## src/hdl/usm_pkg.sv

```systemverilog
`default_nettype none
package usm_pkg;

  localparam int CNT_W      = 8;
  localparam int CLAMP_W    = 9;
  localparam int CFG_IDX_W  = 3;
  localparam int CFG_DATA_W = 24;
  localparam int DIV_W      = 10;
  localparam int ANG_W      = 32;

  typedef enum logic [CFG_IDX_W-1:0] {
    CFG_RING_COUNT    = 3'd0,
    CFG_SEGMENT_COUNT = 3'd1,
    CFG_SPHERE_RADIUS = 3'd2,
    CFG_CENTER_X      = 3'd3,
    CFG_CENTER_Y      = 3'd4,
    CFG_CENTER_Z      = 3'd5,
    CFG_BASE_INDEX    = 3'd6
  } cfg_reg_e;

  typedef struct packed {
    logic [CLAMP_W-1:0] rings;
    logic [CLAMP_W-1:0] segs;
    logic [22:0]        radius;
    logic [23:0]        cx;
    logic [23:0]        cy;
    logic [23:0]        cz;
    logic [23:0]        base;
  } cfg_t;

  typedef enum logic [3:0] {
    OP_NONE, OP_DIV_LAT, OP_DIV_AZ, OP_CORDIC,
    OP_MUL_ST, OP_WB_ST, OP_MUL_CT, OP_WB_CT,
    OP_MUL_SP, OP_WB_SP, OP_MUL_CP, OP_WB_CP, OP_EMIT
  } dp_op_e;

  typedef enum logic [3:0] {
    ST_IDLE, ST_DIV_LAT, ST_COR_LAT, ST_DIV_AZ, ST_COR_AZ,
    ST_MUL_ST, ST_WB_ST, ST_MUL_CT, ST_WB_CT,
    ST_MUL_SP, ST_WB_SP, ST_MUL_CP, ST_WB_CP, ST_EMIT
  } ctrl_state_e;

  typedef struct packed {
    dp_op_e           op;
    logic             face;
    logic             second;
    logic [CNT_W-1:0] ring;
    logic [CNT_W-1:0] seg;
  } dp_cmd_t;

  typedef struct packed {
    logic div_busy;
    logic cordic_busy;
    logic out_full;
  } dp_stat_t;

  function automatic logic [CLAMP_W-1:0] clamp_count(input logic [6:0] v,
                                                     input int unsigned hi);
    logic [CLAMP_W-1:0] r;
    if (v < 7'd3) begin
      r = CLAMP_W'(3);
    end else if (32'(v) > hi) begin
      r = CLAMP_W'(hi);
    end else begin
      r = CLAMP_W'(v);
    end
    return r;
  endfunction

  function automatic logic [23:0] sat24(input logic signed [26:0] v);
    logic [23:0] r;
    if (v > 27'sd8388607) begin
      r = 24'h7FFFFF;
    end else if (v < -27'sd8388608) begin
      r = 24'h800000;
    end else begin
      r = v[23:0];
    end
    return r;
  endfunction

  // arctangent of 2^-i in units of 2^-32 turn
  function automatic logic [29:0] atan_turn(input logic [4:0] i);
    logic [29:0] r;
    unique case (i)
      5'd0:  r = 30'd536870912;
      5'd1:  r = 30'd316933406;
      5'd2:  r = 30'd167458908;
      5'd3:  r = 30'd85004756;
      5'd4:  r = 30'd42667331;
      5'd5:  r = 30'd21354465;
      5'd6:  r = 30'd10679838;
      5'd7:  r = 30'd5340245;
      5'd8:  r = 30'd2670163;
      5'd9:  r = 30'd1335087;
      5'd10: r = 30'd667544;
      5'd11: r = 30'd333772;
      5'd12: r = 30'd166886;
      5'd13: r = 30'd83443;
      5'd14: r = 30'd41722;
      5'd15: r = 30'd20861;
      5'd16: r = 30'd10430;
      5'd17: r = 30'd5215;
      5'd18: r = 30'd2608;
      5'd19: r = 30'd1304;
      5'd20: r = 30'd652;
      5'd21: r = 30'd326;
      5'd22: r = 30'd163;
      5'd23: r = 30'd81;
      5'd24: r = 30'd41;
      5'd25: r = 30'd20;
      5'd26: r = 30'd10;
      5'd27: r = 30'd5;
      5'd28: r = 30'd3;
      5'd29: r = 30'd1;
      5'd30: r = 30'd1;
      default: r = 30'd0;
    endcase
    return r;
  endfunction

endpackage
`default_nettype wire

```

## src/hdl/usm_if.sv

```systemverilog
`default_nettype none
interface usm_in_if;
  logic valid;
  logic ready;
  logic restart;
  modport source (output valid, output restart, input ready);
  modport sink (input valid, input restart, output ready);
endinterface

interface usm_out_if;
  logic        valid;
  logic        ready;
  logic        element_kind;
  logic [23:0] pos_x;
  logic [23:0] pos_y;
  logic [23:0] pos_z;
  logic [23:0] corner_a;
  logic [23:0] corner_b;
  logic [23:0] corner_c;
  logic        final_element;
  modport source (output valid, output element_kind, output pos_x, output pos_y,
                  output pos_z, output corner_a, output corner_b, output corner_c,
                  output final_element, input ready);
  modport sink (input valid, input element_kind, input pos_x, input pos_y,
                input pos_z, input corner_a, input corner_b, input corner_c,
                input final_element, output ready);
endinterface
`default_nettype wire

```

## src/hdl/usm_cordic.sv

```systemverilog
`default_nettype none
module usm_cordic import usm_pkg::*; #(
  parameter int F = 15
) (
  input  wire logic                  clk_i,
  input  wire logic                  rst_ni,
  input  wire logic                  start_i,
  input  wire logic [ANG_W-1:0]      angle_i,
  output      logic signed [F+2:0]   cos_o,
  output      logic signed [F+2:0]   sin_o,
  output      logic                  busy_o
);

  localparam int XW    = F + 3;
  localparam int STEPS = F + 1;
  localparam int IW    = $clog2(STEPS);
  localparam int X0    = (652032874 + (1 << (29 - F))) >> (30 - F);
  localparam logic signed [33:0] QTR  = 34'sh0_4000_0000;
  localparam logic signed [33:0] HALF = 34'sh0_8000_0000;

  logic signed [XW-1:0] x_q, x_d, y_q, y_d;
  logic signed [33:0]   z_q, z_d, z_in, atan_s;
  logic [IW-1:0]        cnt_q, cnt_d;
  logic                 neg_q, neg_d, busy_q, busy_d;

  always_comb begin
    z_in   = {{2{angle_i[ANG_W-1]}}, angle_i};
    atan_s = $signed({4'b0, atan_turn(5'(cnt_q))});
    x_d    = x_q;
    y_d    = y_q;
    z_d    = z_q;
    cnt_d  = cnt_q;
    neg_d  = neg_q;
    busy_d = busy_q;
    if (start_i) begin
      x_d    = XW'(X0);
      y_d    = '0;
      cnt_d  = '0;
      busy_d = 1'b1;
      if (z_in > QTR) begin
        z_d   = z_in - HALF;
        neg_d = 1'b1;
      end else if (z_in < -QTR) begin
        z_d   = z_in + HALF;
        neg_d = 1'b1;
      end else begin
        z_d   = z_in;
        neg_d = 1'b0;
      end
    end else if (busy_q) begin
      if (!z_q[33]) begin
        x_d = x_q - (y_q >>> cnt_q);
        y_d = y_q + (x_q >>> cnt_q);
        z_d = z_q - atan_s;
      end else begin
        x_d = x_q + (y_q >>> cnt_q);
        y_d = y_q - (x_q >>> cnt_q);
        z_d = z_q + atan_s;
      end
      cnt_d = cnt_q + 1'b1;
      if (cnt_q == IW'(STEPS - 1)) begin
        busy_d = 1'b0;
      end
    end
  end

  always_ff @(posedge clk_i or negedge rst_ni) begin
    if (!rst_ni) begin
      busy_q <= 1'b0;
    end else begin
      busy_q <= busy_d;
    end
  end

  always_ff @(posedge clk_i) begin
    x_q   <= x_d;
    y_q   <= y_d;
    z_q   <= z_d;
    cnt_q <= cnt_d;
    neg_q <= neg_d;
  end

  assign cos_o  = neg_q ? -x_q : x_q;
  assign sin_o  = neg_q ? -y_q : y_q;
  assign busy_o = busy_q;

endmodule
`default_nettype wire

```

## src/hdl/usm_dp.sv

```systemverilog
`default_nettype none
module usm_dp import usm_pkg::*; #(
  parameter int F = 15
) (
  input  wire logic    clk_i,
  input  wire logic    rst_ni,
  input  wire dp_cmd_t cmd_i,
  input  wire cfg_t    cfg_i,
  output      dp_stat_t stat_o,
  usm_out_if.source    out_o
);

  localparam int XW = F + 3;
  localparam int PW = XW + 25;
  localparam logic signed [PW:0] RND_HALF = (PW+1)'(1) <<< (F - 1);

  // divider: floor((n << 32) / d) modulo 2^32
  logic [DIV_W-1:0] rem_q, dvs_q, shl;
  logic [ANG_W-1:0] quo_q;
  logic [4:0]       dcnt_q;
  logic             div_busy_q;

  assign shl = {rem_q[DIV_W-2:0], 1'b0};

  always_ff @(posedge clk_i or negedge rst_ni) begin
    if (!rst_ni) begin
      div_busy_q <= 1'b0;
    end else if (cmd_i.op == OP_DIV_LAT || cmd_i.op == OP_DIV_AZ) begin
      div_busy_q <= 1'b1;
    end else if (div_busy_q && rem_q < dvs_q && dcnt_q == 5'd31) begin
      div_busy_q <= 1'b0;
    end
  end

  always_ff @(posedge clk_i) begin
    if (cmd_i.op == OP_DIV_LAT) begin
      rem_q  <= DIV_W'(cmd_i.ring);
      dvs_q  <= DIV_W'({cfg_i.rings - 1'b1, 1'b0});
      dcnt_q <= '0;
    end else if (cmd_i.op == OP_DIV_AZ) begin
      rem_q  <= DIV_W'(cmd_i.seg);
      dvs_q  <= DIV_W'(cfg_i.segs);
      dcnt_q <= '0;
    end else if (div_busy_q) begin
      if (rem_q >= dvs_q) begin
        rem_q <= rem_q - dvs_q;
      end else begin
        if (shl >= dvs_q) begin
          rem_q <= shl - dvs_q;
          quo_q <= {quo_q[ANG_W-2:0], 1'b1};
        end else begin
          rem_q <= shl;
          quo_q <= {quo_q[ANG_W-2:0], 1'b0};
        end
        dcnt_q <= dcnt_q + 1'b1;
      end
    end
  end

  logic signed [XW-1:0] cos_w, sin_w, ct_q, st_q;
  logic                 cordic_busy;

  usm_cordic #(.F(F)) u_cordic (
    .clk_i   (clk_i),
    .rst_ni  (rst_ni),
    .start_i (cmd_i.op == OP_CORDIC),
    .angle_i (quo_q),
    .cos_o   (cos_w),
    .sin_o   (sin_w),
    .busy_o  (cordic_busy)
  );

  logic signed [XW-1:0] mul_a;
  logic signed [24:0]   mul_b, r25, d_q;
  logic signed [PW-1:0] mul_p, prod_q;
  logic signed [PW:0]   rnd_in, rnd_out;
  logic signed [26:0]   cx27, cy27, cz27;
  logic [23:0]          px_q, py_q, pz_q;

  assign r25  = $signed({2'b0, cfg_i.radius});
  assign cx27 = $signed({{3{cfg_i.cx[23]}}, cfg_i.cx});
  assign cy27 = $signed({{3{cfg_i.cy[23]}}, cfg_i.cy});
  assign cz27 = $signed({{3{cfg_i.cz[23]}}, cfg_i.cz});

  always_comb begin
    unique case (cmd_i.op)
      OP_MUL_CT: begin
        mul_a = ct_q;
        mul_b = r25;
      end
      OP_MUL_SP: begin
        mul_a = sin_w;
        mul_b = d_q;
      end
      OP_MUL_CP: begin
        mul_a = cos_w;
        mul_b = d_q;
      end
      default: begin
        mul_a = st_q;
        mul_b = r25;
      end
    endcase
  end

  assign mul_p   = mul_a * mul_b;
  assign rnd_in  = (cmd_i.op == OP_WB_SP) ? -{prod_q[PW-1], prod_q}
                                          : {prod_q[PW-1], prod_q};
  assign rnd_out = (rnd_in + RND_HALF) >>> F;

  always_ff @(posedge clk_i) begin
    if (cmd_i.op == OP_DIV_AZ) begin
      ct_q <= cos_w;
      st_q <= sin_w;
    end
    if (cmd_i.op == OP_MUL_ST || cmd_i.op == OP_MUL_CT ||
        cmd_i.op == OP_MUL_SP || cmd_i.op == OP_MUL_CP) begin
      prod_q <= mul_p;
    end
    if (cmd_i.op == OP_WB_ST) begin
      d_q <= rnd_out[24:0];
    end
    if (cmd_i.op == OP_WB_CT) begin
      py_q <= sat24(cy27 + rnd_out[26:0]);
    end
    if (cmd_i.op == OP_WB_SP) begin
      px_q <= sat24(cx27 + rnd_out[26:0]);
    end
    if (cmd_i.op == OP_WB_CP) begin
      pz_q <= sat24(cz27 + rnd_out[26:0]);
    end
  end

  // result of the current element
  logic [CLAMP_W-1:0] ring9, seg_inc;
  logic [23:0]        i24, j24, s24, v24, last24, a_w, b_w, c_w;
  logic [23:0]        rx, ry, rz;
  logic [17:0]        last_mul, v_mul;
  logic               fin_w;

  always_comb begin
    ring9    = CLAMP_W'(cmd_i.ring);
    seg_inc  = CLAMP_W'(cmd_i.seg) + 1'b1;
    i24      = 24'(cmd_i.seg);
    j24      = (seg_inc < cfg_i.segs) ? 24'(seg_inc) : 24'd0;
    s24      = 24'(cfg_i.segs);
    last_mul = (cfg_i.rings - 2'd2) * cfg_i.segs;
    v_mul    = (ring9 - 1'b1) * cfg_i.segs;
    last24   = 24'(last_mul) + 24'd1;
    v24      = cfg_i.base + 24'd1 + 24'(v_mul);
    a_w      = '0;
    b_w      = '0;
    c_w      = '0;
    fin_w    = 1'b0;
    rx       = px_q;
    ry       = py_q;
    rz       = pz_q;
    if (!cmd_i.face) begin
      if (cmd_i.ring == '0) begin
        rx = cfg_i.cx;
        ry = sat24(cy27 + r25);
        rz = cfg_i.cz;
      end else if (ring9 >= cfg_i.rings - 1'b1) begin
        rx = cfg_i.cx;
        ry = sat24(cy27 - r25);
        rz = cfg_i.cz;
      end
    end else begin
      rx = '0;
      ry = '0;
      rz = '0;
      if (cmd_i.ring == '0) begin
        a_w = cfg_i.base;
        b_w = cfg_i.base + 24'd1 + j24;
        c_w = cfg_i.base + 24'd1 + i24;
      end else if (ring9 >= cfg_i.rings - 2'd2) begin
        a_w   = cfg_i.base + last24 - s24 + i24;
        b_w   = cfg_i.base + last24 - s24 + j24;
        c_w   = cfg_i.base + last24;
        fin_w = seg_inc >= cfg_i.segs;
      end else if (!cmd_i.second) begin
        a_w = v24 + i24;
        b_w = v24 + j24;
        c_w = v24 + j24 + s24;
      end else begin
        a_w = v24 + i24;
        b_w = v24 + j24 + s24;
        c_w = v24 + i24 + s24;
      end
    end
  end

  logic out_valid_q;

  always_ff @(posedge clk_i or negedge rst_ni) begin
    if (!rst_ni) begin
      out_valid_q <= 1'b0;
    end else if (cmd_i.op == OP_EMIT) begin
      out_valid_q <= 1'b1;
    end else if (out_o.ready) begin
      out_valid_q <= 1'b0;
    end
  end

  always_ff @(posedge clk_i) begin
    if (cmd_i.op == OP_EMIT) begin
      out_o.element_kind  <= cmd_i.face;
      out_o.pos_x         <= rx;
      out_o.pos_y         <= ry;
      out_o.pos_z         <= rz;
      out_o.corner_a      <= a_w;
      out_o.corner_b      <= b_w;
      out_o.corner_c      <= c_w;
      out_o.final_element <= fin_w;
    end
  end

  assign out_o.valid        = out_valid_q;
  assign stat_o.div_busy    = div_busy_q;
  assign stat_o.cordic_busy = cordic_busy;
  assign stat_o.out_full    = out_valid_q && !out_o.ready;

endmodule
`default_nettype wire

```

## src/hdl/usm_ctrl.sv

```systemverilog
`default_nettype none
module usm_ctrl import usm_pkg::*; (
  input  wire logic     clk_i,
  input  wire logic     rst_ni,
  usm_in_if.sink        in_i,
  input  wire cfg_t     cfg_i,
  input  wire dp_stat_t stat_i,
  output      dp_cmd_t  cmd_o
);

  ctrl_state_e      state_q, state_d;
  logic             running_q, running_d, face_q, face_d, tri_q, tri_d;
  logic [CNT_W-1:0] ring_q, ring_d, seg_q, seg_d;
  logic [CLAMP_W-1:0] ring9, seg_inc, ring_inc;
  logic             seg_last;
  dp_op_e           op;

  assign ring9    = CLAMP_W'(ring_q);
  assign ring_inc = ring9 + 1'b1;
  assign seg_inc  = CLAMP_W'(seg_q) + 1'b1;
  assign seg_last = seg_inc >= cfg_i.segs;

  always_comb begin
    state_d   = state_q;
    running_d = running_q;
    face_d    = face_q;
    tri_d     = tri_q;
    ring_d    = ring_q;
    seg_d     = seg_q;
    op        = OP_NONE;
    in_i.ready = (state_q == ST_IDLE);
    unique case (state_q)
      ST_IDLE: begin
        if (in_i.valid) begin
          if (in_i.restart) begin
            running_d = 1'b1;
            face_d    = 1'b0;
            tri_d     = 1'b0;
            ring_d    = '0;
            seg_d     = '0;
          end else if (running_q) begin
            if (!face_q && ring_q != '0 && ring9 < cfg_i.rings - 1'b1) begin
              op      = OP_DIV_LAT;
              state_d = ST_DIV_LAT;
            end else begin
              state_d = ST_EMIT;
            end
          end
        end
      end
      ST_DIV_LAT: begin
        if (!stat_i.div_busy) begin
          op      = OP_CORDIC;
          state_d = ST_COR_LAT;
        end
      end
      ST_COR_LAT: begin
        if (!stat_i.cordic_busy) begin
          op      = OP_DIV_AZ;
          state_d = ST_DIV_AZ;
        end
      end
      ST_DIV_AZ: begin
        if (!stat_i.div_busy) begin
          op      = OP_CORDIC;
          state_d = ST_COR_AZ;
        end
      end
      ST_COR_AZ: begin
        if (!stat_i.cordic_busy) begin
          state_d = ST_MUL_ST;
        end
      end
      ST_MUL_ST: begin
        op      = OP_MUL_ST;
        state_d = ST_WB_ST;
      end
      ST_WB_ST: begin
        op      = OP_WB_ST;
        state_d = ST_MUL_CT;
      end
      ST_MUL_CT: begin
        op      = OP_MUL_CT;
        state_d = ST_WB_CT;
      end
      ST_WB_CT: begin
        op      = OP_WB_CT;
        state_d = ST_MUL_SP;
      end
      ST_MUL_SP: begin
        op      = OP_MUL_SP;
        state_d = ST_WB_SP;
      end
      ST_WB_SP: begin
        op      = OP_WB_SP;
        state_d = ST_MUL_CP;
      end
      ST_MUL_CP: begin
        op      = OP_MUL_CP;
        state_d = ST_WB_CP;
      end
      ST_WB_CP: begin
        op      = OP_WB_CP;
        state_d = ST_EMIT;
      end
      ST_EMIT: begin
        if (!stat_i.out_full) begin
          op      = OP_EMIT;
          state_d = ST_IDLE;
          if (!face_q) begin
            if (ring_q == '0) begin
              ring_d = CNT_W'(1);
              seg_d  = '0;
            end else if (ring9 >= cfg_i.rings - 1'b1) begin
              face_d = 1'b1;
              ring_d = '0;
              seg_d  = '0;
              tri_d  = 1'b0;
            end else if (seg_last) begin
              seg_d  = '0;
              ring_d = ring_inc[CNT_W-1:0];
            end else begin
              seg_d = seg_inc[CNT_W-1:0];
            end
          end else if (ring_q == '0) begin
            if (seg_last) begin
              seg_d  = '0;
              ring_d = CNT_W'(1);
            end else begin
              seg_d = seg_inc[CNT_W-1:0];
            end
          end else if (ring9 >= cfg_i.rings - 2'd2) begin
            if (seg_last) begin
              running_d = 1'b0;
            end else begin
              seg_d = seg_inc[CNT_W-1:0];
            end
          end else if (!tri_q) begin
            tri_d = 1'b1;
          end else begin
            tri_d = 1'b0;
            if (seg_last) begin
              seg_d  = '0;
              ring_d = ring_inc[CNT_W-1:0];
            end else begin
              seg_d = seg_inc[CNT_W-1:0];
            end
          end
        end
      end
      default: state_d = ST_IDLE;
    endcase
  end

  always_ff @(posedge clk_i or negedge rst_ni) begin
    if (!rst_ni) begin
      state_q   <= ST_IDLE;
      running_q <= 1'b0;
      face_q    <= 1'b0;
      tri_q     <= 1'b0;
      ring_q    <= '0;
      seg_q     <= '0;
    end else begin
      state_q   <= state_d;
      running_q <= running_d;
      face_q    <= face_d;
      tri_q     <= tri_d;
      ring_q    <= ring_d;
      seg_q     <= seg_d;
    end
  end

  assign cmd_o.op     = op;
  assign cmd_o.face   = face_q;
  assign cmd_o.second = tri_q;
  assign cmd_o.ring   = ring_q;
  assign cmd_o.seg    = seg_q;

  a_cordic_after_div: assert property (@(posedge clk_i) disable iff (!rst_ni)
    op == OP_CORDIC |-> !stat_i.div_busy)
    else $error("cordic started while divider busy");

  a_emit_free: assert property (@(posedge clk_i) disable iff (!rst_ni)
    op == OP_EMIT |-> !stat_i.out_full)
    else $error("result loaded into full output register");

  a_busy_running: assert property (@(posedge clk_i) disable iff (!rst_ni)
    state_q != ST_IDLE |-> running_q)
    else $error("element in progress while not running");

endmodule
`default_nettype wire

```

## src/hdl/uv_sphere_mesh_generator_unit.sv

```systemverilog
`default_nettype none
// Channel   Dir  Payload                                          Accepted when
// item_i    in   restart                                          valid & ready
// elem_o    out  element_kind, pos_x/y/z, corner_a/b/c, final     valid & ready
// cfg       in   cfg_index_i, cfg_data_i                          cfg_we_i
//
// Pole vertices and faces go from idle straight to the emit state, which loads
// the result register; a restart only resets the mesh counters. An inner ring
// vertex runs the shared radix-2 divider, then the one shared CORDIC unit, for
// latitude and again for azimuth, then the multiply and write-back steps. Ready
// is high only in idle, so a transaction reaches its emit before the next is taken.
// Async active-low reset; no clearing pass. A held result stalls only the
// next load; a new transaction is taken while it waits.
module uv_sphere_mesh_generator_unit import usm_pkg::*; #(
  parameter int MAX_RINGS          = 64,
  parameter int MAX_SEGMENTS       = 64,
  parameter int TRIG_FRACTION_BITS = 15
) (
  input  wire logic                  clk_i,
  input  wire logic                  rst_ni,
  input  wire logic                  cfg_we_i,
  input  wire logic [CFG_IDX_W-1:0]  cfg_index_i,
  input  wire logic [CFG_DATA_W-1:0] cfg_data_i,
  usm_in_if.sink                     item_i,
  usm_out_if.source                  elem_o
);

  logic [6:0]  ring_count_q, segment_count_q;
  logic [22:0] radius_q;
  logic [23:0] cx_q, cy_q, cz_q, base_q;

  always_ff @(posedge clk_i or negedge rst_ni) begin
    if (!rst_ni) begin
      ring_count_q    <= 7'd10;
      segment_count_q <= 7'd10;
      radius_q        <= 23'd2560;
      cx_q            <= '0;
      cy_q            <= '0;
      cz_q            <= '0;
      base_q          <= '0;
    end else if (cfg_we_i) begin
      case (cfg_index_i)
        CFG_RING_COUNT:    ring_count_q    <= cfg_data_i[6:0];
        CFG_SEGMENT_COUNT: segment_count_q <= cfg_data_i[6:0];
        CFG_SPHERE_RADIUS: radius_q        <= cfg_data_i[22:0];
        CFG_CENTER_X:      cx_q            <= cfg_data_i;
        CFG_CENTER_Y:      cy_q            <= cfg_data_i;
        CFG_CENTER_Z:      cz_q            <= cfg_data_i;
        CFG_BASE_INDEX:    base_q          <= cfg_data_i;
        default: ;
      endcase
    end
  end

  cfg_t     cfg;
  dp_cmd_t  cmd;
  dp_stat_t stat;

  assign cfg.rings  = clamp_count(ring_count_q, MAX_RINGS);
  assign cfg.segs   = clamp_count(segment_count_q, MAX_SEGMENTS);
  assign cfg.radius = radius_q;
  assign cfg.cx     = cx_q;
  assign cfg.cy     = cy_q;
  assign cfg.cz     = cz_q;
  assign cfg.base   = base_q;

  usm_ctrl u_ctrl (
    .clk_i  (clk_i),
    .rst_ni (rst_ni),
    .in_i   (item_i),
    .cfg_i  (cfg),
    .stat_i (stat),
    .cmd_o  (cmd)
  );

  usm_dp #(.F(TRIG_FRACTION_BITS)) u_dp (
    .clk_i  (clk_i),
    .rst_ni (rst_ni),
    .cmd_i  (cmd),
    .cfg_i  (cfg),
    .stat_o (stat),
    .out_o  (elem_o)
  );

endmodule
`default_nettype wire

```

## src/flat_wrapper.sv

```systemverilog
// flat-port wrapper written by rule: the top's interface ports become plain ports
module uv_sphere_mesh_generator_unit_flat import usm_pkg::*;
#(
  parameter int MAX_RINGS          = 64,
  parameter int MAX_SEGMENTS       = 64,
  parameter int TRIG_FRACTION_BITS = 15
)
  (clk_i, rst_ni, cfg_we_i, cfg_index_i, cfg_data_i, item_i_valid, item_i_restart, item_i_ready, elem_o_valid, elem_o_element_kind, elem_o_pos_x, elem_o_pos_y, elem_o_pos_z, elem_o_corner_a, elem_o_corner_b, elem_o_corner_c, elem_o_final_element, elem_o_ready);
  usm_in_if item_i_i ();
  usm_out_if elem_o_i ();
  input  wire logic clk_i;
  input  wire logic rst_ni;
  input  wire logic cfg_we_i;
  input  wire logic [CFG_IDX_W-1:0] cfg_index_i;
  input  wire logic [CFG_DATA_W-1:0] cfg_data_i;
  input wire logic [$bits(item_i_i.valid)-1:0] item_i_valid;
  input wire logic [$bits(item_i_i.restart)-1:0] item_i_restart;
  output wire logic [$bits(item_i_i.ready)-1:0] item_i_ready;
  output wire logic [$bits(elem_o_i.valid)-1:0] elem_o_valid;
  output wire logic [$bits(elem_o_i.element_kind)-1:0] elem_o_element_kind;
  output wire logic [$bits(elem_o_i.pos_x)-1:0] elem_o_pos_x;
  output wire logic [$bits(elem_o_i.pos_y)-1:0] elem_o_pos_y;
  output wire logic [$bits(elem_o_i.pos_z)-1:0] elem_o_pos_z;
  output wire logic [$bits(elem_o_i.corner_a)-1:0] elem_o_corner_a;
  output wire logic [$bits(elem_o_i.corner_b)-1:0] elem_o_corner_b;
  output wire logic [$bits(elem_o_i.corner_c)-1:0] elem_o_corner_c;
  output wire logic [$bits(elem_o_i.final_element)-1:0] elem_o_final_element;
  input wire logic [$bits(elem_o_i.ready)-1:0] elem_o_ready;
  assign item_i_i.valid = item_i_valid;
  assign item_i_i.restart = item_i_restart;
  assign item_i_ready = item_i_i.ready;
  assign elem_o_valid = elem_o_i.valid;
  assign elem_o_element_kind = elem_o_i.element_kind;
  assign elem_o_pos_x = elem_o_i.pos_x;
  assign elem_o_pos_y = elem_o_i.pos_y;
  assign elem_o_pos_z = elem_o_i.pos_z;
  assign elem_o_corner_a = elem_o_i.corner_a;
  assign elem_o_corner_b = elem_o_i.corner_b;
  assign elem_o_corner_c = elem_o_i.corner_c;
  assign elem_o_final_element = elem_o_i.final_element;
  assign elem_o_i.ready = elem_o_ready;
  uv_sphere_mesh_generator_unit #(.MAX_RINGS(MAX_RINGS), .MAX_SEGMENTS(MAX_SEGMENTS), .TRIG_FRACTION_BITS(TRIG_FRACTION_BITS)) u_core (.clk_i(clk_i), .rst_ni(rst_ni), .cfg_we_i(cfg_we_i), .cfg_index_i(cfg_index_i), .cfg_data_i(cfg_data_i), .item_i(item_i_i), .elem_o(elem_o_i));
endmodule
```

## config.mk

```make
export PLATFORM = sky130hd
export DESIGN_NAME = uv_sphere_mesh_generator_unit_flat
export DESIGN_NICKNAME = d
export VERILOG_FILES = /design/src/hdl/usm_pkg.sv /design/src/hdl/usm_if.sv /design/src/hdl/usm_cordic.sv /design/src/hdl/usm_dp.sv /design/src/hdl/usm_ctrl.sv /design/src/hdl/uv_sphere_mesh_generator_unit.sv /design/src/flat_wrapper.sv
export SDC_FILE = /design/constraint.sdc
export NUM_CORES = 2
export LEC_CHECK = 0
export BUFFER_PORTS_ARGS = -buffer_cell sky130_fd_sc_hd__buf_2
export CORE_ASPECT_RATIO = 1.4
export CORE_MARGIN = 4
export CORE_UTILIZATION = 35
export CTS_CLUSTER_DIAMETER = 200
export CTS_CLUSTER_SIZE = 20
export DETAILED_ROUTE_END_ITERATION = 8
export GPL_ROUTABILITY_DRIVEN = 0
export SLEW_MARGIN = 25
export SYNTH_ARGS = -nofsm -noshare
export SYNTH_HDL_FRONTEND = slang
export SYNTH_SLANG_ARGS = --single-unit
export TNS_END_PERCENT = 30
```

## constraint.sdc

```tcl
create_clock -name clk_i -period 14.2 [get_ports clk_i]
set_clock_uncertainty 0.05 [all_clocks]
set_input_delay 0.71 -clock clk_i [delete_from_list [all_inputs] [get_ports clk_i]]
set_output_delay 0.71 -clock clk_i [all_outputs]
set_load 0.005 [all_outputs]
```

# Word level (Yosys, flattened, before mapping)
# Memory sizes are Yosys's and may differ from the RTL's. A register that Yosys moved wholly into a read port is not among the register bits.
# Index checks and enable logic that the tools add are counted.
# totals
ff_bits	612
romBits	480
in_bits	33
output_inout_bits	148
word_cells	329
n_memories	1
# memory_table
memory	depth	width	read_ports	rd_ports_with_merged_regs	wr	line_no	source
(name not given)	16	30	1	1	0	usm_pkg.sv:85	unique case (i)
# op_classes
addsub	40
multipliers	3
magnitude_cmp	24
eq_ne	53
shift	2
mux	119
bitwise_logic	5
n_reduce_logical	40
# op_table
cell	count
24-bit 2-to-1 mux	21
8-bit 2-to-1 mux	23
34-bit 2-to-1 mux	5
24-bit by 9-bit adder with 24-bit output	5
27-bit adder	3
27-bit by 24-bit > comparator with 1-bit output, second input constant	3
27-bit by 24-bit less-than comparator with 1-bit output, second input constant	3
24-bit by 8-bit adder with 24-bit output	3
18-bit 2-to-1 mux	4
4-bit case mux with 14 select lines	1
18-bit case mux with 3 select lines	1
25-bit by 24-bit > comparator with 1-bit output, second input constant	2
25-bit by 24-bit less-than comparator with 1-bit output, second input constant	2
4-bit equality test, second input constant	12
4-bit 2-to-1 mux	12
4-bit case mux with 12 select lines	1
42-bit by 16-bit adder with 42-bit output, second input constant	1
18-bit by 25-bit multiplier with 42-bit output	1
42-bit 2-to-1 mux	1
42-bit negation	1
10-bit 2-to-1 mux	4
18-bit adder	2
18-bit negation	2
18-bit by 4-bit >>> shifter with 18-bit output	2
69 further kinds	171

# Longest topological paths before layout
# logic_depth
depth_word	17
ltp_mapped	44
ltp_nobuf	43

# Hierarchy
# From an unflattened synthesis, not the netlist that was laid out.
# hier_totals
hier_cells	8227
hier_area_um2	74102.3
# by_module_without_submodules
module	instances	cells_per_inst	area_each_um2	seq_area_each_um2
usm_dp	1	6289	55289.3	11320.9
usm_cordic	1	1324	11079.4	2477.4
uv_sphere_mesh_generator_unit	1	311	5233.8	3335.7
usm_ctrl	1	303	2499.9	575.6

# Least setup slack after synthesis
# OpenSTA, ideal clock, no wires.
# synth_timing
path_type	reg-to-reg
from	register u_core.u_ctrl.ring_q[0]
to	register u_core.u_dp.out_o.corner_c[22], data pin
setup_time_ns	0.170
arrival_ns	9.806
required_time_ns	13.980
path_slack_ns	4.175
stages_incl_launch_ff	41
path_buffers	2
synth_period_minus_slack_ns	10.025
path_cell_list	dfrtp_1 > clkinv_1 > ha_1 > nand2_1 > or3_1 > nor3_1 > clkbuf_1 > buf_1 > nand2_1 > fa_1 > fa_1 > inv_1 > fa_1 > fa_1 > inv_1 > fa_1 > inv_1 > ha_1 > (+5 left out) > o21ai_0 > nand2_1 > a21oi_1 > o21bai_1 > xor2_1 > ha_1 > nor2b_1 > o21ai_0 > inv_1 > a221oi_1 > xor2_1 > nor4_1 > nand3_1 > xnor2_1 > or3_1 > nor3_1 > mux2_2 > o31ai_1
# synth_via
elab_chain_len	8
elab_cells_between_ends	12
classes_between	add/sub (6); mul (1); order compare (1); mux (3); reduce/logical (1)
# synth_lines
element	line_no	source
start: declaration	usm_ctrl.sv:13	logic [CNT_W-1:0] ring_q, ring_d, seg_q, seg_d;
start signal: assignment	usm_ctrl.sv:168	ring_q <= ring_d;
8-bit by 1-bit subtractor with 9-bit output	usm_dp.sv:148	v_mul = (ring9 - 1'b1) * cfg_i.segs;
9-bit by 10-bit multiplier with 18-bit output	usm_dp.sv:148	
24-bit by 18-bit adder with 24-bit output	usm_dp.sv:150	v24 = cfg_i.base + 24'd1 + 24'(v_mul);
24-bit by 9-bit adder with 24-bit output / 24-bit by 8-bit adder with 24-bit output (equally long branches)	usm_dp.sv:184, usm_dp.sv:188	
24-bit by 9-bit adder with 24-bit output (on tied branches)	usm_dp.sv:184, usm_dp.sv:188	
24-bit 2-to-1 mux	usm_dp.sv:181	end else if (!cmd_i.second) begin
24-bit 2-to-1 mux	usm_dp.sv:176	end else if (ring9 >= cfg_i.rings - 2'd2) begin
24-bit 2-to-1 mux *	usm_dp.sv:172	if (cmd_i.ring == '0) begin
end signal: assignment	usm_dp.sv:213	out_o.corner_c <= c_w;
end: declaration	usm_if.sv:22	output pos_z, output corner_a, output corner_b, output corner_c,
# Mark *: on every way between the ends. The rest lies on a longest branch, timed or not.
# A chain may end at the register's enable or synchronous reset.

# Worst setup path in the final report
# layout_timing
from	register u_core.segment_count_q[6]
to	register u_core.u_dp.out_o.corner_b[23], data pin
# layout_via
elab_chain_len	10
elab_cells_between_ends	19
classes_between	add/sub (8); mul (2); order compare (3); mux (6)
# layout_lines
element	line_no	source
start: declaration	uv_sphere_mesh_generator_unit.sv:28	logic [6:0] ring_count_q, segment_count_q;
start signal: assignment	uv_sphere_mesh_generator_unit.sv:44	CFG_SEGMENT_COUNT: segment_count_q <= cfg_data_i[6:0];
7-bit > comparator	usm_pkg.sv:62	end else if (32'(v) > hi) begin
7-bit 2-to-1 mux	usm_pkg.sv:62	
9-bit 2-to-1 mux *	usm_pkg.sv:60	if (v < 7'd3) begin
10-bit by 10-bit multiplier with 18-bit output, or another cell as far along	usm_dp.sv:147	last_mul = (cfg_i.rings - 2'd2) * cfg_i.segs;
18-bit by 1-bit adder with 19-bit output, or another cell as far along	usm_dp.sv:149	last24 = 24'(last_mul) + 24'd1;
24-bit by 19-bit adder with 24-bit output / 24-bit by 9-bit adder with 24-bit output (equally long branches)	usm_dp.sv:178, usm_dp.sv:183, usm_dp.sv:187	
24-bit by 9-bit subtractor with 24-bit output / 24-bit by 9-bit adder with 24-bit output (equally long branches)	usm_dp.sv:178, usm_dp.sv:187	
24-bit by 9-bit adder with 24-bit output / 24-bit 2-to-1 mux (equally long branches)	usm_dp.sv:178, usm_dp.sv:181	
24-bit 2-to-1 mux	usm_dp.sv:176	
24-bit 2-to-1 mux *	usm_dp.sv:172	
end signal: assignment	usm_dp.sv:212	out_o.corner_b <= b_w;
end: declaration	usm_if.sv:22	
# Marks and branches as above.

==> flow_metrics.py <==
metrics = {
    "final_layout": {
        "layout_commonest_cell": "inv_1",
        "fill_cells": 20200,
        "area_delta_synth_final_pct": 7.60,
        "drive_gt1_frac": 0.0808,
        "nets": 9154,
        "ff_latch_area_um2": 17700,
        "layout_common_cells": "950 x inv_1, 928 x nand2_1, 673 x nor2_1, 561 x ha_1, 548 x fa_1",
        "multi_input_area_um2": 48400,
    },
    "worst_setup_path": {
        "cp-end-kind": "flop",
        "worstPathRequired_ns": 14.55,
        "path_common_cell": "inv_1",
        "cpPeakStageDelay_ns": 0.77,
        "startpoint_type": "flop",
        "worst_ep_arrival_time_ns": 11.80,
        "critPathKind": "reg -> reg",
        "worstPathMaxFanout": 18,
        "worst_path_max_delay_cell": "a221oi_1",
    },
    "flow_run": {
        "cap_violations": 0,
    },
    "floorplan": {
        "die_area_um2": 209000,
        "chipHeight_um": 540,
        "io_pins": 181,
        "start_util": 0.353,
        "row_count": 194,
        "die_width_um": 388,
        "design.core.area_um2": 200000,
    },
    "sta": {
        "hold_slack_ns": 0.0944,
        "drv_slew": 0,
        "fin_setup_tns_ns": 0,
        "worstMarginPinSlew_ns": 1.29,
        "fmax_mhz": 87.3,
        "hold_viol": 0,
        "period_minus_slack_ns": 11.46,
        "slew_headroom": 0.139,
        "rsz0062_at_grt": "no",
        "period_share": 0.807,
        "finalSetupViolCount": 0,
    },
    "synth": {
        "ys_warn_count": 0,
        "ys_seq_area_frac": 0.251,
        "avgSynthCellArea_um2": 8.87,
        "synth_area_um2": 70600,
        "synthArstFlopShare": 0.248,
        "syn_inst": 7964,
        "ys_ff_latch": 642,
        "synth-edff-count": 405,
        "ys_types": 102,
        "synth_ff_type": "edfxtp_1",
    },
    "clock_tree": {
        "post_cts_buffers": 0,
        "clock_path_buffers": 3,
        "worstSkewPairLatency_ns": 0.68,
        "cts_tree": "built",
        "h-tree-depth": 2,
        "cts.sinks": 642,
        "root_buffer": "clkbuf_16",
        "clk_pin_slew_ns": 0.11,
        "cts_buffers": 38,
        "postCtsResizedCells": 0,
        "hold_buffers": 0,
    },
    "run_status": {
        "failed_checks": "design-rule violations",
        "status": "complete, but fails checks",
    },
    "detailed_routing": {
        "wl_per_cell_um": 22.2,
        "ant_nets": 0,
        "drt_iter0_drc": 4527,
        "wirelength_um": 237000,
        "dr.pass1.iters": 9,
        "via_count": 59400,
        "drc_errors": 6,
        "viasPerCell": 5.56,
    },
    "global_routing": {
        "grt_pass1_wl_um": 360000,
        "grt_pass1_vias": 60500,
        "grtUsageTotal": 0.221,
        "antenna_found_initial": 32,
        "grt_max_degree": 94,
        "grt_overflow_total": 0,
    },
    "place": {
        "portBuffers": 180,
        "hpwl_um": 187000,
    },
    "worst_hold_path": {
        "hp-class": "in -> async",
    },
}
[sequential cells by signal (all words and copies together) (netlist names), 18 cells and up]
register / count
u_core.u_dp.py_q: 24
u_core.cz_q: 24
u_core.u_dp.u_cordic.atan_s: 30
u_core.u_dp.pz_q: 24
u_core.cy_q: 24
u_core.u_dp.out_o.corner_c: 24
u_core.u_dp.px_q: 24
u_core.u_dp.st_q: 18
u_core.cx_q: 24
u_core.u_dp.u_cordic.z_q: 34
u_core.u_dp.out_o.pos_x: 24
u_core.u_dp.quo_q: 32
u_core.u_dp.out_o.corner_b: 24
u_core.u_dp.prod_q: 42
u_core.u_dp.u_cordic.x_q: 18
u_core.u_dp.d_q: 25
u_core.u_dp.u_cordic.y_q: 18
u_core.radius_q: 23
u_core.base_q: 24
u_core.u_dp.out_o.pos_z: 24
u_core.u_dp.ct_q: 18
u_core.u_dp.out_o.pos_y: 24
u_core.u_dp.out_o.corner_a: 24
[area by class of cell]
cell class	instances	area share
antenna	12	0.000395
clock buffer	66	0.0139
clock inverter	3	0.000774
inverter	962	0.0475
multi-input combinational	6061	0.636
sequential	642	0.233
tap	2646	0.0436
timing repair buffer	307	0.0245
[worst max-delay path: cells and delay by family (launching register included)]
| family | cells | cell delay, ns |
|---|---|---|
| compound gates | 6 | 2.49 |
| simple gates | 8 | 2.29 |
| buf+inv | 8 | 1.47 |
| fa+ha+maj | 9 | 3.43 |
| flops | 1 | 0.63 |
| xor+xnor | 3 | 0.79 |
[layer usage]
metal	vias up	track usage	share of wire
li1	27200	-	-
met1	29200	0.262	0.38
met2	2387	0.379	0.48
met3	618	0.0401	0.074
met4	14	0.122	0.066
met5	-	0	0.00038
[logic make-up (layout without fill, tap and decap cells)]
group / after synthesis / in the layout / share of synthesized area
compound gates: 1675 / 1675 / 0.151
xor+xnor: 637 / 637 / 0.0798
fa+ha+maj: 1109 / 1109 / 0.255
buf+inv: 1280 / 1338 / 0.0686
flops: 642 / 642 / 0.251
mux: 227 / 227 / 0.0421
other cells: 2 / 33 / 0.000106
simple gates: 2392 / 2392 / 0.153
[cells in the mapped netlist, types with 42 or more instances]
| master | number | area [µm²] |
|---|---|---|
| ha_1 | 561 | 7020 |
| and2_1 | 67 | 419 |
| fa_1 | 548 | 11000 |
| xor2_1 | 245 | 2150 |
| o211ai_1 | 72 | 541 |
| a21o_1 | 126 | 946 |
| dfxtp_1 | 78 | 1560 |
| inv_1 | 952 | 3570 |
| a22oi_1 | 42 | 315 |
| nor2b_1 | 65 | 407 |
| o21a_1 | 71 | 533 |
| clkbuf_1 | 277 | 1040 |
| a31oi_1 | 68 | 425 |
| a21oi_1 | 464 | 2320 |
| a211oi_1 | 49 | 368 |
| nand3_1 | 120 | 601 |
| nor2_1 | 676 | 2540 |
| nor4_1 | 44 | 275 |
| edfxtp_1 | 405 | 12200 |
| nand4_1 | 47 | 294 |
| nor3_1 | 129 | 646 |
| xnor2_1 | 387 | 3390 |
| dfrtp_1 | 153 | 3830 |
| or3_1 | 57 | 357 |
| mux2i_1 | 62 | 621 |
| and3_1 | 50 | 313 |
| nand2b_1 | 91 | 569 |
| o21bai_1 | 56 | 420 |
| mux2_2 | 121 | 1360 |
| nand2_1 | 929 | 3490 |
| mux4_2 | 44 | 991 |
| o21ai_0 | 400 | 2000 |
[per-stage QoR]
step / utilization / setup slack [ns] / instances / instance area (µm²)
global placement: 0.374 / 3.18 / 10600 / 74800
global route: 0.379 / 2.04 / 10700 / 76000
detailed placement: 0.374 / 3.02 / 10600 / 74800
floorplan: - / 4.17 / 7983 / 70700
finish: 0.380 / 2.74 / 10700 / 76000
CTS: 0.379 / 2.97 / 10700 / 76000
[path summary, 6_finish.rpt]
check	start	to	slack (ns)	cells past startpoint
min in group clk_i	cfg_data_i[1]	u_core.radius_q[1]	0.38	3
worst max register to register	u_core.segment_count_q[6]	u_core.u_dp.out_o.corner_b[23]	2.74	34
worst max-delay path	u_core.segment_count_q[6]	u_core.u_dp.out_o.corner_b[23]	2.74	34
max in group asynchronous	rst_ni	u_core.u_ctrl.face_q	12.37	2
worst min-delay path	rst_ni	u_core.cy_q[12]	0.09	1
worst min register to register	u_core.u_dp.dcnt_q[4]	u_core.u_dp.dcnt_q[4]	0.43	2
Power is not shown: default switching activity piles up to over one toggle a cycle in this logic, so the estimate is an artifact.
